[src/ldqm_pkg.sv]
// ----------------------------------------------------------------------------
// ldqm_pkg
// Shared types and constants of the latency / deadline QoS monitor.
// ----------------------------------------------------------------------------
package ldqm_pkg;

  localparam int unsigned TS_W    = 64;  // timestamp width
  localparam int unsigned LAT_W   = 32;  // latency, jitter, deadline width
  localparam int unsigned Q_FRAC  = 16;  // fractional bits of a Q1.16 score
  localparam int unsigned SCORE_W = 17;  // Q1.16 score width, 1.0 included
  localparam int unsigned APB_AW  = 3;   // byte address width of the APB port
  localparam int unsigned APB_DW  = 32;

  localparam logic [SCORE_W-1:0] Q_ONE        = SCORE_W'(1) << Q_FRAC;
  localparam logic [LAT_W-1:0]   DEADLINE_RST = 32'd100000;

  // register word index (byte address / 4)
  localparam logic REG_DEADLINE = 1'b0;

  typedef struct packed {
    logic [TS_W-1:0] detect_time;
    logic [TS_W-1:0] act_time;
  } in_beat_t;

  typedef struct packed {
    logic [LAT_W-1:0]   latency_us;
    logic               on_time;
    logic [LAT_W-1:0]   jitter;
    logic [SCORE_W-1:0] score;
    logic [SCORE_W-1:0] average_qos;
  } out_beat_t;

  // controller -> datapath commands, at most one high per cycle
  typedef struct packed {
    logic capture;     // latch latency from the accepted beat
    logic prep;        // deadline compare, jitter, score divider setup
    logic score_step;  // one restoring step of the score division
    logic update;      // ring write, running sum, count, position
    logic avg_step;    // one restoring step of the average division
    logic publish;     // load the output register
  } ctrl_cmd_t;

endpackage

[src/ldqm_ctrl.sv]
// ----------------------------------------------------------------------------
// ldqm_ctrl
// Sequencer: accept, prepare, score division, ring update, average
// division, publish. Owns the handshake flags and the step counter.
// ----------------------------------------------------------------------------
module ldqm_ctrl #(
  parameter int unsigned HISTORY_DEPTH = 128
) (
  input  logic                clk_i,
  input  logic                rst_ni,
  input  logic                in_valid_i,
  output logic                in_ready_o,
  output logic                out_valid_o,
  input  logic                out_ready_i,
  output ldqm_pkg::ctrl_cmd_t cmd_o
);

  localparam int unsigned SUMW = ldqm_pkg::SCORE_W + $clog2(HISTORY_DEPTH + 1);
  localparam int unsigned ITW  = $clog2(SUMW);

  localparam logic [2:0] S_IDLE = 3'd0;
  localparam logic [2:0] S_PREP = 3'd1;
  localparam logic [2:0] S_SDIV = 3'd2;
  localparam logic [2:0] S_UPDT = 3'd3;
  localparam logic [2:0] S_ADIV = 3'd4;
  localparam logic [2:0] S_DONE = 3'd5;

  logic [2:0]     state_q, state_d;
  logic [ITW-1:0] iter_q, iter_d;
  logic           out_valid_q, out_valid_d;

  always_comb begin
    state_d     = state_q;
    iter_d      = iter_q;
    out_valid_d = out_valid_q;
    cmd_o       = '0;
    if (out_valid_q && out_ready_i) begin
      out_valid_d = 1'b0;
    end
    case (state_q)
      S_IDLE: begin
        if (in_valid_i) begin
          cmd_o.capture = 1'b1;
          state_d       = S_PREP;
        end
      end
      S_PREP: begin
        cmd_o.prep = 1'b1;
        iter_d     = ITW'(ldqm_pkg::Q_FRAC - 1);
        state_d    = S_SDIV;
      end
      S_SDIV: begin
        cmd_o.score_step = 1'b1;
        iter_d           = iter_q - 1'b1;
        if (iter_q == '0) begin
          state_d = S_UPDT;
        end
      end
      S_UPDT: begin
        cmd_o.update = 1'b1;
        iter_d       = ITW'(SUMW - 1);
        state_d      = S_ADIV;
      end
      S_ADIV: begin
        cmd_o.avg_step = 1'b1;
        iter_d         = iter_q - 1'b1;
        if (iter_q == '0) begin
          state_d = S_DONE;
        end
      end
      S_DONE: begin
        if (!out_valid_q || out_ready_i) begin
          cmd_o.publish = 1'b1;
          out_valid_d   = 1'b1;
          state_d       = S_IDLE;
        end
      end
      default: begin
        state_d = S_IDLE;
      end
    endcase
  end

  always_ff @(posedge clk_i or negedge rst_ni) begin
    if (!rst_ni) begin
      state_q     <= S_IDLE;
      iter_q      <= '0;
      out_valid_q <= 1'b0;
    end else begin
      state_q     <= state_d;
      iter_q      <= iter_d;
      out_valid_q <= out_valid_d;
    end
  end

  assign in_ready_o  = (state_q == S_IDLE);
  assign out_valid_o = out_valid_q;

endmodule

[src/ldqm_datapath.sv]
// ----------------------------------------------------------------------------
// ldqm_datapath
// Latency, deadline check, jitter, two restoring dividers, score ring with
// running sum, deadline register and the output register.
// ----------------------------------------------------------------------------
module ldqm_datapath #(
  parameter int unsigned HISTORY_DEPTH = 128
) (
  input  logic                               clk_i,
  input  logic                               rst_ni,
  input  ldqm_pkg::ctrl_cmd_t                cmd_i,
  input  ldqm_pkg::in_beat_t                 in_data_i,
  input  logic                               cfg_we_i,
  input  logic [ldqm_pkg::LAT_W-1:0]         cfg_wdata_i,
  output logic [ldqm_pkg::LAT_W-1:0]         deadline_o,
  output ldqm_pkg::out_beat_t                out_data_o
);

  localparam int unsigned LW   = ldqm_pkg::LAT_W;
  localparam int unsigned SW   = ldqm_pkg::SCORE_W;
  localparam int unsigned PW   = $clog2(HISTORY_DEPTH);
  localparam int unsigned CNTW = $clog2(HISTORY_DEPTH + 1);
  localparam int unsigned SUMW = SW + CNTW;

  // configuration and history state
  logic [LW-1:0]   deadline_q;
  logic [LW-1:0]   prev_lat_q;
  logic [PW-1:0]   pos_q;
  logic [CNTW-1:0] cnt_q;
  logic [SUMW-1:0] sum_q, sum_d;
  logic            full;

  // per-event working registers
  logic [LW-1:0]   lat_q;
  logic            met_q;
  logic [LW-1:0]   jit_q;
  logic [LW-1:0]   dsor_q;
  logic [LW-1:0]   srem_q;
  logic [SW-1:0]   squo_q;
  logic [SUMW-1:0] ashift_q;
  logic [CNTW-1:0] arem_q;
  logic [SW-1:0]   aquo_q;

  // score ring
  logic [SW-1:0]   ring [HISTORY_DEPTH];
  logic [SW-1:0]   old_q;

  logic [LW-1:0]   d_eff;
  logic [LW:0]     srem2;
  logic            sbit;
  logic [CNTW:0]   arem2;
  logic            abit;
  ldqm_pkg::out_beat_t out_q;

  assign full  = (cnt_q == CNTW'(HISTORY_DEPTH));
  assign d_eff = (deadline_q == '0) ? LW'(1) : deadline_q;

  assign srem2 = {srem_q, 1'b0};
  assign sbit  = (srem2 >= {1'b0, dsor_q});

  assign arem2 = {arem_q, ashift_q[SUMW-1]};
  assign abit  = (arem2 >= {1'b0, cnt_q});

  assign sum_d = sum_q - (full ? SUMW'(old_q) : '0) + SUMW'(squo_q);

  // ring memory: one write port, one registered read at the current slot
  always_ff @(posedge clk_i) begin
    if (cmd_i.update) begin
      ring[pos_q] <= squo_q;
    end
    old_q <= ring[pos_q];
  end

  always_ff @(posedge clk_i or negedge rst_ni) begin
    if (!rst_ni) begin
      deadline_q <= ldqm_pkg::DEADLINE_RST;
      prev_lat_q <= '0;
      pos_q      <= '0;
      cnt_q      <= '0;
      sum_q      <= '0;
    end else begin
      if (cfg_we_i) begin
        deadline_q <= cfg_wdata_i;
      end
      if (cmd_i.update) begin
        prev_lat_q <= lat_q;
        sum_q      <= sum_d;
        pos_q      <= (pos_q == PW'(HISTORY_DEPTH - 1)) ? '0 : pos_q + 1'b1;
        if (!full) begin
          cnt_q <= cnt_q + 1'b1;
        end
      end
    end
  end

  // working registers, no reset needed
  always_ff @(posedge clk_i) begin
    if (cmd_i.capture) begin
      lat_q <= in_data_i.act_time[LW-1:0] - in_data_i.detect_time[LW-1:0];
    end
    if (cmd_i.prep) begin
      met_q  <= (lat_q <= deadline_q);
      jit_q  <= (cnt_q == '0)        ? '0 :
                (lat_q > prev_lat_q) ? lat_q - prev_lat_q : prev_lat_q - lat_q;
      dsor_q <= d_eff;
      if (lat_q >= d_eff) begin
        srem_q <= '0;
        squo_q <= '0;
      end else if (lat_q == '0) begin
        // full score: a seed bit shifts up to 1.0 over the steps
        srem_q <= '0;
        squo_q <= SW'(1);
      end else begin
        srem_q <= d_eff - lat_q;
        squo_q <= '0;
      end
    end
    if (cmd_i.score_step) begin
      // remainder stays below the divisor, so it fits in LW bits
      srem_q <= sbit ? LW'(srem2 - {1'b0, dsor_q}) : srem2[LW-1:0];
      squo_q <= {squo_q[SW-2:0], sbit};
    end
    if (cmd_i.update) begin
      ashift_q <= sum_d;
      arem_q   <= '0;
      aquo_q   <= '0;
    end
    if (cmd_i.avg_step) begin
      // the mean never exceeds 1.0, so SW quotient bits are enough
      arem_q   <= abit ? CNTW'(arem2 - {1'b0, cnt_q}) : CNTW'(arem2);
      ashift_q <= {ashift_q[SUMW-2:0], 1'b0};
      aquo_q   <= {aquo_q[SW-2:0], abit};
    end
    if (cmd_i.publish) begin
      out_q.latency_us  <= lat_q;
      out_q.on_time     <= met_q;
      out_q.jitter      <= jit_q;
      out_q.score       <= squo_q;
      out_q.average_qos <= aquo_q;
    end
  end

  assign deadline_o = deadline_q;
  assign out_data_o = out_q;

endmodule

[src/latency_deadline_qos_monitor.sv]
// ----------------------------------------------------------------------------
// latency_deadline_qos_monitor
// Per-event latency, deadline check, jitter and Q1.16 QoS score, with a
// running mean of the scores kept over a ring of HISTORY_DEPTH events.
// ----------------------------------------------------------------------------
//
//  channel | direction | handshake              | payload
//  --------+-----------+------------------------+----------------------------
//  in      | in        | in_valid_i/in_ready_o  | in_data_i  (detect, act)
//  out     | out       | out_valid_o/out_ready_i| out_data_o (lat..avg)
//  apb     | in        | psel/penable, pready   | paddr, pwdata, prdata
//
//  One event at a time. The input reopens in the same cycle that the result
//  becomes valid: the score divider retires one quotient bit per cycle over
//  16 steps, then the average divider one bit per cycle over the running-sum
//  width, SUMW = 17 + clog2(HISTORY_DEPTH+1).
//  A new beat is taken while the previous result waits in the output
//  register; the finished event then stalls until that result is taken.
//  Reset clears the sequencer, count, position and sum; the ring itself is
//  never cleared, only slots already written are ever read back.
//
module latency_deadline_qos_monitor #(
  parameter int unsigned HISTORY_DEPTH = 128
) (
  input  logic                            clk_i,
  input  logic                            rst_ni,
  // event input
  input  logic                            in_valid_i,
  output logic                            in_ready_o,
  input  ldqm_pkg::in_beat_t              in_data_i,
  // result output
  output logic                            out_valid_o,
  input  logic                            out_ready_i,
  output ldqm_pkg::out_beat_t             out_data_o,
  // configuration
  input  logic                            psel,
  input  logic                            penable,
  input  logic                            pwrite,
  input  logic [ldqm_pkg::APB_AW-1:0]     paddr,
  input  logic [ldqm_pkg::APB_DW-1:0]     pwdata,
  output logic [ldqm_pkg::APB_DW-1:0]     prdata,
  output logic                            pready
);

  ldqm_pkg::ctrl_cmd_t             cmd;
  logic [ldqm_pkg::LAT_W-1:0]      deadline;
  logic                            reg_hit;
  logic                            cfg_we;

  // APB: zero wait states, one register at word 0
  assign pready  = 1'b1;
  assign reg_hit = (paddr[ldqm_pkg::APB_AW-1] == ldqm_pkg::REG_DEADLINE);
  assign cfg_we  = psel && penable && pwrite && reg_hit;
  assign prdata  = reg_hit ? deadline : '0;

  ldqm_ctrl #(
    .HISTORY_DEPTH (HISTORY_DEPTH)
  ) u_ctrl (
    .clk_i       (clk_i),
    .rst_ni      (rst_ni),
    .in_valid_i  (in_valid_i),
    .in_ready_o  (in_ready_o),
    .out_valid_o (out_valid_o),
    .out_ready_i (out_ready_i),
    .cmd_o       (cmd)
  );

  ldqm_datapath #(
    .HISTORY_DEPTH (HISTORY_DEPTH)
  ) u_datapath (
    .clk_i       (clk_i),
    .rst_ni      (rst_ni),
    .cmd_i       (cmd),
    .in_data_i   (in_data_i),
    .cfg_we_i    (cfg_we),
    .cfg_wdata_i (pwdata),
    .deadline_o  (deadline),
    .out_data_o  (out_data_o)
  );

  // a nonzero score implies the deadline was met
  a_score_met : assert property (@(posedge clk_i) disable iff (!rst_ni)
    (out_valid_o && (out_data_o.score != '0)) |-> out_data_o.on_time)
    else $error("nonzero QoS score on a missed deadline");

  // scores and their mean never exceed 1.0
  a_score_range : assert property (@(posedge clk_i) disable iff (!rst_ni)
    out_valid_o |-> ((out_data_o.score <= ldqm_pkg::Q_ONE) &&
                     (out_data_o.average_qos <= ldqm_pkg::Q_ONE)))
    else $error("QoS score above 1.0");

  // one event in flight: an accepted beat closes the input
  a_one_event : assert property (@(posedge clk_i) disable iff (!rst_ni)
    (in_valid_i && in_ready_o) |=> !in_ready_o)
    else $error("input reopened right after accept");

endmodule
[config.mk]
export PLATFORM = sky130hd
export DESIGN_NAME = latency_deadline_qos_monitor
export DESIGN_NICKNAME = d
export VERILOG_FILES = /design/src/ldqm_pkg.sv /design/src/ldqm_ctrl.sv /design/src/ldqm_datapath.sv /design/src/latency_deadline_qos_monitor.sv
export SDC_FILE = /design/constraint.sdc
export NUM_CORES = 2
export LEC_CHECK = 0
export BUFFER_PORTS_ARGS = -buffer_cell sky130_fd_sc_hd__buf_4
export CAP_MARGIN = 10
export CORE_UTILIZATION = 40
export DETAILED_ROUTE_END_ITERATION = 10
export HOLD_SLACK_MARGIN = 0.02
export MAX_ROUTING_LAYER = met4
export SYNTH_ARGS = -nofsm -noshare
export SYNTH_HDL_FRONTEND = slang
export SYNTH_HIERARCHICAL = 1
export SYNTH_SLANG_ARGS = --single-unit
[constraint.sdc]
create_clock -name clk_i -period 6.5 [get_ports clk_i]
set_clock_uncertainty 0.05 [all_clocks]
set_input_delay 0.325 -clock clk_i [delete_from_list [all_inputs] [get_ports clk_i]]
set_output_delay 0.325 -clock clk_i [all_outputs]
set_load 0.02 [all_outputs]
==> load_flow_metrics.sql <==
INSERT INTO impl_metrics (metric_group, metric, value, unit) VALUES
('run_status', 'run_status', 'finished, violations left', ''),
('run_status', 'violations', 'max-capacitance violations', ''),
('floorplan', 'core', '263000', 'um^2'),
('floorplan', 'ioPinCount', '304', ''),
('power_and_ir_drop', 'cellLeakagePower', '0.0415', 'uW'),
('power_and_ir_drop', 'power.switching', '20600', 'uW'),
('power_and_ir_drop', 'pwr_density_cell', '472', 'nW/um^2'),
('power_and_ir_drop', 'total_power', '58000', 'uW'),
('synthesis', 'synthesis.yosys.warnings', '6', ''),
('cts', 'cts_root_buf', 'sky130_fd_sc_hd__clkbuf_16', ''),
('floorplan', 'rows', '188', ''),
('power_and_ir_drop', 'clock_power_share', '27.5', '%'),
('cells_and_area', 'areaGrowthSynthToFinish', '16.0', '%'),
('cts', 'clock_tree_from_tritoncts', 'done', ''),
('route', 'postRouteWirelength', '320', 'mm'),
('sta', 'timing.slew.headroom', '0.829', '%'),
('cts', 'cts.repair_timing.setup_buffer_count', '0', ''),
('worst_setup_path', 'critical_path_rt', '7100', 'ps'),
('synthesis', 'synth_cell_type_count', '98', ''),
('synthesis', 'avgSynthCellArea', '15.3', 'um^2'),
('cells_and_area', 'area.sequential', '77400', 'um^2'),
('route', 'drt_drc_violations_left', '0', ''),
('global_routing', 'first_global_vias', '63318', ''),
('worst_setup_path', 'cp-start-kind', 'flop', ''),
('route', 'total_via_count_in_the_routed_design', '66637', ''),
('sta', 'minimum_clock_period', '5270', 'ps'),
('synthesis', 'synth_seq_area_share', '72.9', '%'),
('cells_and_area', 'drive_gt1_share', '13.5', '%'),
('power_and_ir_drop', 'seq_power_share', '38.8', '%'),
('worst_setup_path', 'cp.arrival', '5870', 'ps'),
('worst_setup_path', 'critical_path_peak_fanout', '17', ''),
('cts', 'clockBufferDepth', '4', ''),
('power_and_ir_drop', 'power.ir.vdd_worst', '351', 'uV'),
('floorplan', 'die_area', '267000', 'um^2'),
('cts', 'h-tree-depth', '5', ''),
('cells_and_area', 'mostFrequentLayoutCell', 'sky130_fd_sc_hd__edfxtp_1', ''),
('route', 'firstDrtPassIters', '6', ''),
('global_routing', 'overall_fraction_of_global_route_tracks_in_use', '24.0', '%'),
('placed_design', 'post-place-cells', '10539', ''),
('power_and_ir_drop', 'combinationalPowerShare', '33.7', '%'),
('placed_design', 'place_hpwl', '194', 'mm'),
('placed_design', 'port-buffer-count', '236', ''),
('synthesis', 'syn_nets', '7344', ''),
('sta', 'layout_worst_path_cycle_share', '81.1', '%'),
('synthesis', 'yosys_register_bits', '2601', ''),
('cts', 'tritoncts_num_sinks', '2601', ''),
('sta', 'drv_slew', '0', ''),
('synthesis', 'synth_enable_flop_cells', '2470', ''),
('cells_and_area', 'top_library_cells_by_usage_in_the_layout_fill_and_taps_aside', 'sky130_fd_sc_hd__edfxtp_1, sky130_fd_sc_hd__a22oi_1, sky130_fd_sc_hd__buf_4', ''),
('synthesis', 'ys_async_sr_fraction', '4.34', '%'),
('global_routing', 'grt_start_max_net_pins', '99', ''),
('cts', 'ctsResizeCount', '0', ''),
('placed_design', 'globalplace.congestion', '0.890', ''),
('cells_and_area', 'multi_input_comb_area', '25900', 'um^2'),
('sta', 'hold_violations', '0', ''),
('flow_run', 'max_cap_violations', '1', ''),
('sta', 'fin_tns_setup', '0', 'ps'),
('power_and_ir_drop', 'p_sw_share', '35.5', '%'),
('global_routing', 'first_pass_grt_wire_length', '454', 'mm'),
('route', 'drt_iter0_drc', '8156', ''),
('route', 'detail_route.wl_per_cell', '28.7', 'um'),
('sta', 'rsz0062_at_grt', 'false', ''),
('cts', 'number_of_buffers_added_by_the_clock_tree_synthesis_step', '290', ''),
('cts', 'worst_skew_pair.late_latency', '970', 'ps'),
('sta', 'maxClockFrequency', '190', 'MHz'),
('route', 'antenna_violating_nets_post_route', '0', ''),
('worst_setup_path', 'timing.critical_path.to_type', 'flop', ''),
('cells_and_area', 'design.final.nets', '7846', ''),
('floorplan', 'die_ht', '517', 'um'),
('route', 'post_drt_via_cell_ratio', '5.98', ''),
('floorplan', 'fp.dieW', '517', 'um');
-- through the flow --
step	util [%]	area (um^2)	hold WS, ps	worst slack [ps]
6_report	46.8	123000	80.2	1230
5_1_grt	46.8	123000	74.7	998
4_1_cts	46.8	123000	23.8	1280
3_5_place_dp	42.9	113000	318	1330
3_3_place_gp	42.9	113000	304	1330
2_1_floorplan	-	106000	-20.6	1290
-- final cells by class --
class                      instances  area share (%)
sequential                      2601            62.9
multi-input combinational       3623            21.1
clock buffer                     368            6.35
timing repair buffer             617            4.19
tap                             3515            3.57
clock inverter                   133            1.07
inverter                         283           0.863
antenna                           10          0.0203
-- cell usage after synthesis, types with 60 or more instances --
master	count	area [um^2]
sky130_fd_sc_hd__a21oi_1	218	1090
sky130_fd_sc_hd__a221oi_1	212	1860
sky130_fd_sc_hd__clkbuf_1	157	589
sky130_fd_sc_hd__o21ai_0	220	1100
sky130_fd_sc_hd__inv_1	280	1050
sky130_fd_sc_hd__xnor2_1	94	823
sky130_fd_sc_hd__buf_2	190	951
sky130_fd_sc_hd__nor2_1	259	972
sky130_fd_sc_hd__ha_1	237	2970
sky130_fd_sc_hd__nand4_1	129	807
sky130_fd_sc_hd__a31oi_1	178	1110
sky130_fd_sc_hd__a22oi_1	667	5010
sky130_fd_sc_hd__a22o_1	212	1860
sky130_fd_sc_hd__and2_1	70	438
sky130_fd_sc_hd__nand3_1	60	300
sky130_fd_sc_hd__edfxtp_1	2470	74200
sky130_fd_sc_hd__nand2_1	249	935
sky130_fd_sc_hd__nor2b_1	76	475
sky130_fd_sc_hd__dfrtp_1	107	2680
sky130_fd_sc_hd__a21o_1	104	781
-- sequential cells by signal, indices dropped and copies added (netlist names) --
signal / flops
u_datapath/ring: 2176
u_datapath/out_data_o: 99
u_datapath/deadline_o: 32
u_datapath/dsor_q: 32
u_datapath/jit_q: 32
u_datapath/lat_q: 32
u_datapath/prev_lat_q: 32
u_datapath/srem_q: 32
u_datapath/ashift_q: 25
u_datapath/sum_q: 25
u_datapath/aquo_q: 17
u_datapath/old_q: 17
u_datapath/squo_q: 17
u_datapath/arem_q: 8
u_datapath/cnt_q: 8
u_datapath/pos_q: 7
u_ctrl/iter_q: 5
u_ctrl/state_q: 3
u_ctrl/out_valid_o: 1
u_datapath/met_q: 1
-- worst max-delay path, cell delays in order, from the launching register on --
cell and delay, ps:
sky130_fd_sc_hd__dfrtp_1 440, sky130_fd_sc_hd__nor4_1 390, sky130_fd_sc_hd__nand3_1 230, sky130_fd_sc_hd__nor2_1 150, sky130_fd_sc_hd__buf_4 230, sky130_fd_sc_hd__and2_1 160
sky130_fd_sc_hd__ha_1 130, sky130_fd_sc_hd__inv_1 50, sky130_fd_sc_hd__ha_1 210, sky130_fd_sc_hd__fa_1 480, sky130_fd_sc_hd__a211o_1 290, sky130_fd_sc_hd__o211ai_1 140
sky130_fd_sc_hd__a21oi_1 160, sky130_fd_sc_hd__a21oi_1 370, sky130_fd_sc_hd__o31ai_1 180, sky130_fd_sc_hd__o31ai_1 470, sky130_fd_sc_hd__mux2i_1 320, sky130_fd_sc_hd__nor2_1 100
sky130_fd_sc_hd__and3_1 190, sky130_fd_sc_hd__a211o_1 260
-- routing by layer --
metal	up-vias	routed length (um)	share of wire [%]	global-route usage, %
met5	-	0	0	-
met4	0	9550	3.0	7.30
met3	469	31600	9.9	4.39
met2	3501	145000	45	35.7
met1	34047	134000	42	33.5
li1	28620	-	-	-
-- cells by family (layout without fill, tap and decap cells) --
family | Yosys count | in the layout | share of synthesized area (%)
AOI/OAI and AO/OA | 2074 | 2074 | 14.1
xor gates and xnor gates | 139 | 139 | 1.15
adders and majority gates | 260 | 260 | 3.23
buffers and inverters | 690 | 1401 | 2.81
DFF | 2601 | 2601 | 72.9
muxes | 61 | 61 | 0.620
other | 1 | 11 | 0.00354
and+or+nand+nor | 1088 | 1088 | 5.19
-- final timing paths --
check / endpoint / slack (ps) / startpoint / cells past startpoint
hold reg to reg: u_datapath/out_data_o[57]$_DFFE_PP_ / 350 / u_datapath/jit_q[23]$_SDFFCE_PN0P_ / 0
setup reg to reg: u_datapath/ashift_q[24]$_DFFE_PP_ / 1230 / u_datapath/cnt_q[2]$_DFFE_PN0P_ / 19
min in group asynchronous: u_datapath/deadline_o[15]$_DFFE_PN1P_ / 500 / rst_ni / 3
max in group asynchronous: u_datapath/pos_q[4]$_DFFE_PN0P_ / 4880 / rst_ni / 4
hold / removal: u_datapath/lat_q[4]$_DFFE_PP_ / 80 / in_data_i[67] / 5
setup / recovery: u_datapath/ashift_q[24]$_DFFE_PP_ / 1230 / u_datapath/cnt_q[2]$_DFFE_PN0P_ / 19
-- timing repair --
item | in CTS | in global routing
endpoints found under the hold margin | 125 | 0
hold buffers | 100 | 0
setup endpoints to repair | 0 | 0
-- power by group through the flow --
stage	Sequential [uW]	Combinational (uW)	Clock, uW
3_5_place_dp	22900	19200	0
5_1_grt	22600	21000	16800
4_1_cts	22500	19300	16100
2_1_floorplan	23700	11200	0
6_report	22500	19500	15900
3_3_place_gp	22800	18900	0
No activity file was read; power rests on OpenSTA's default activity.
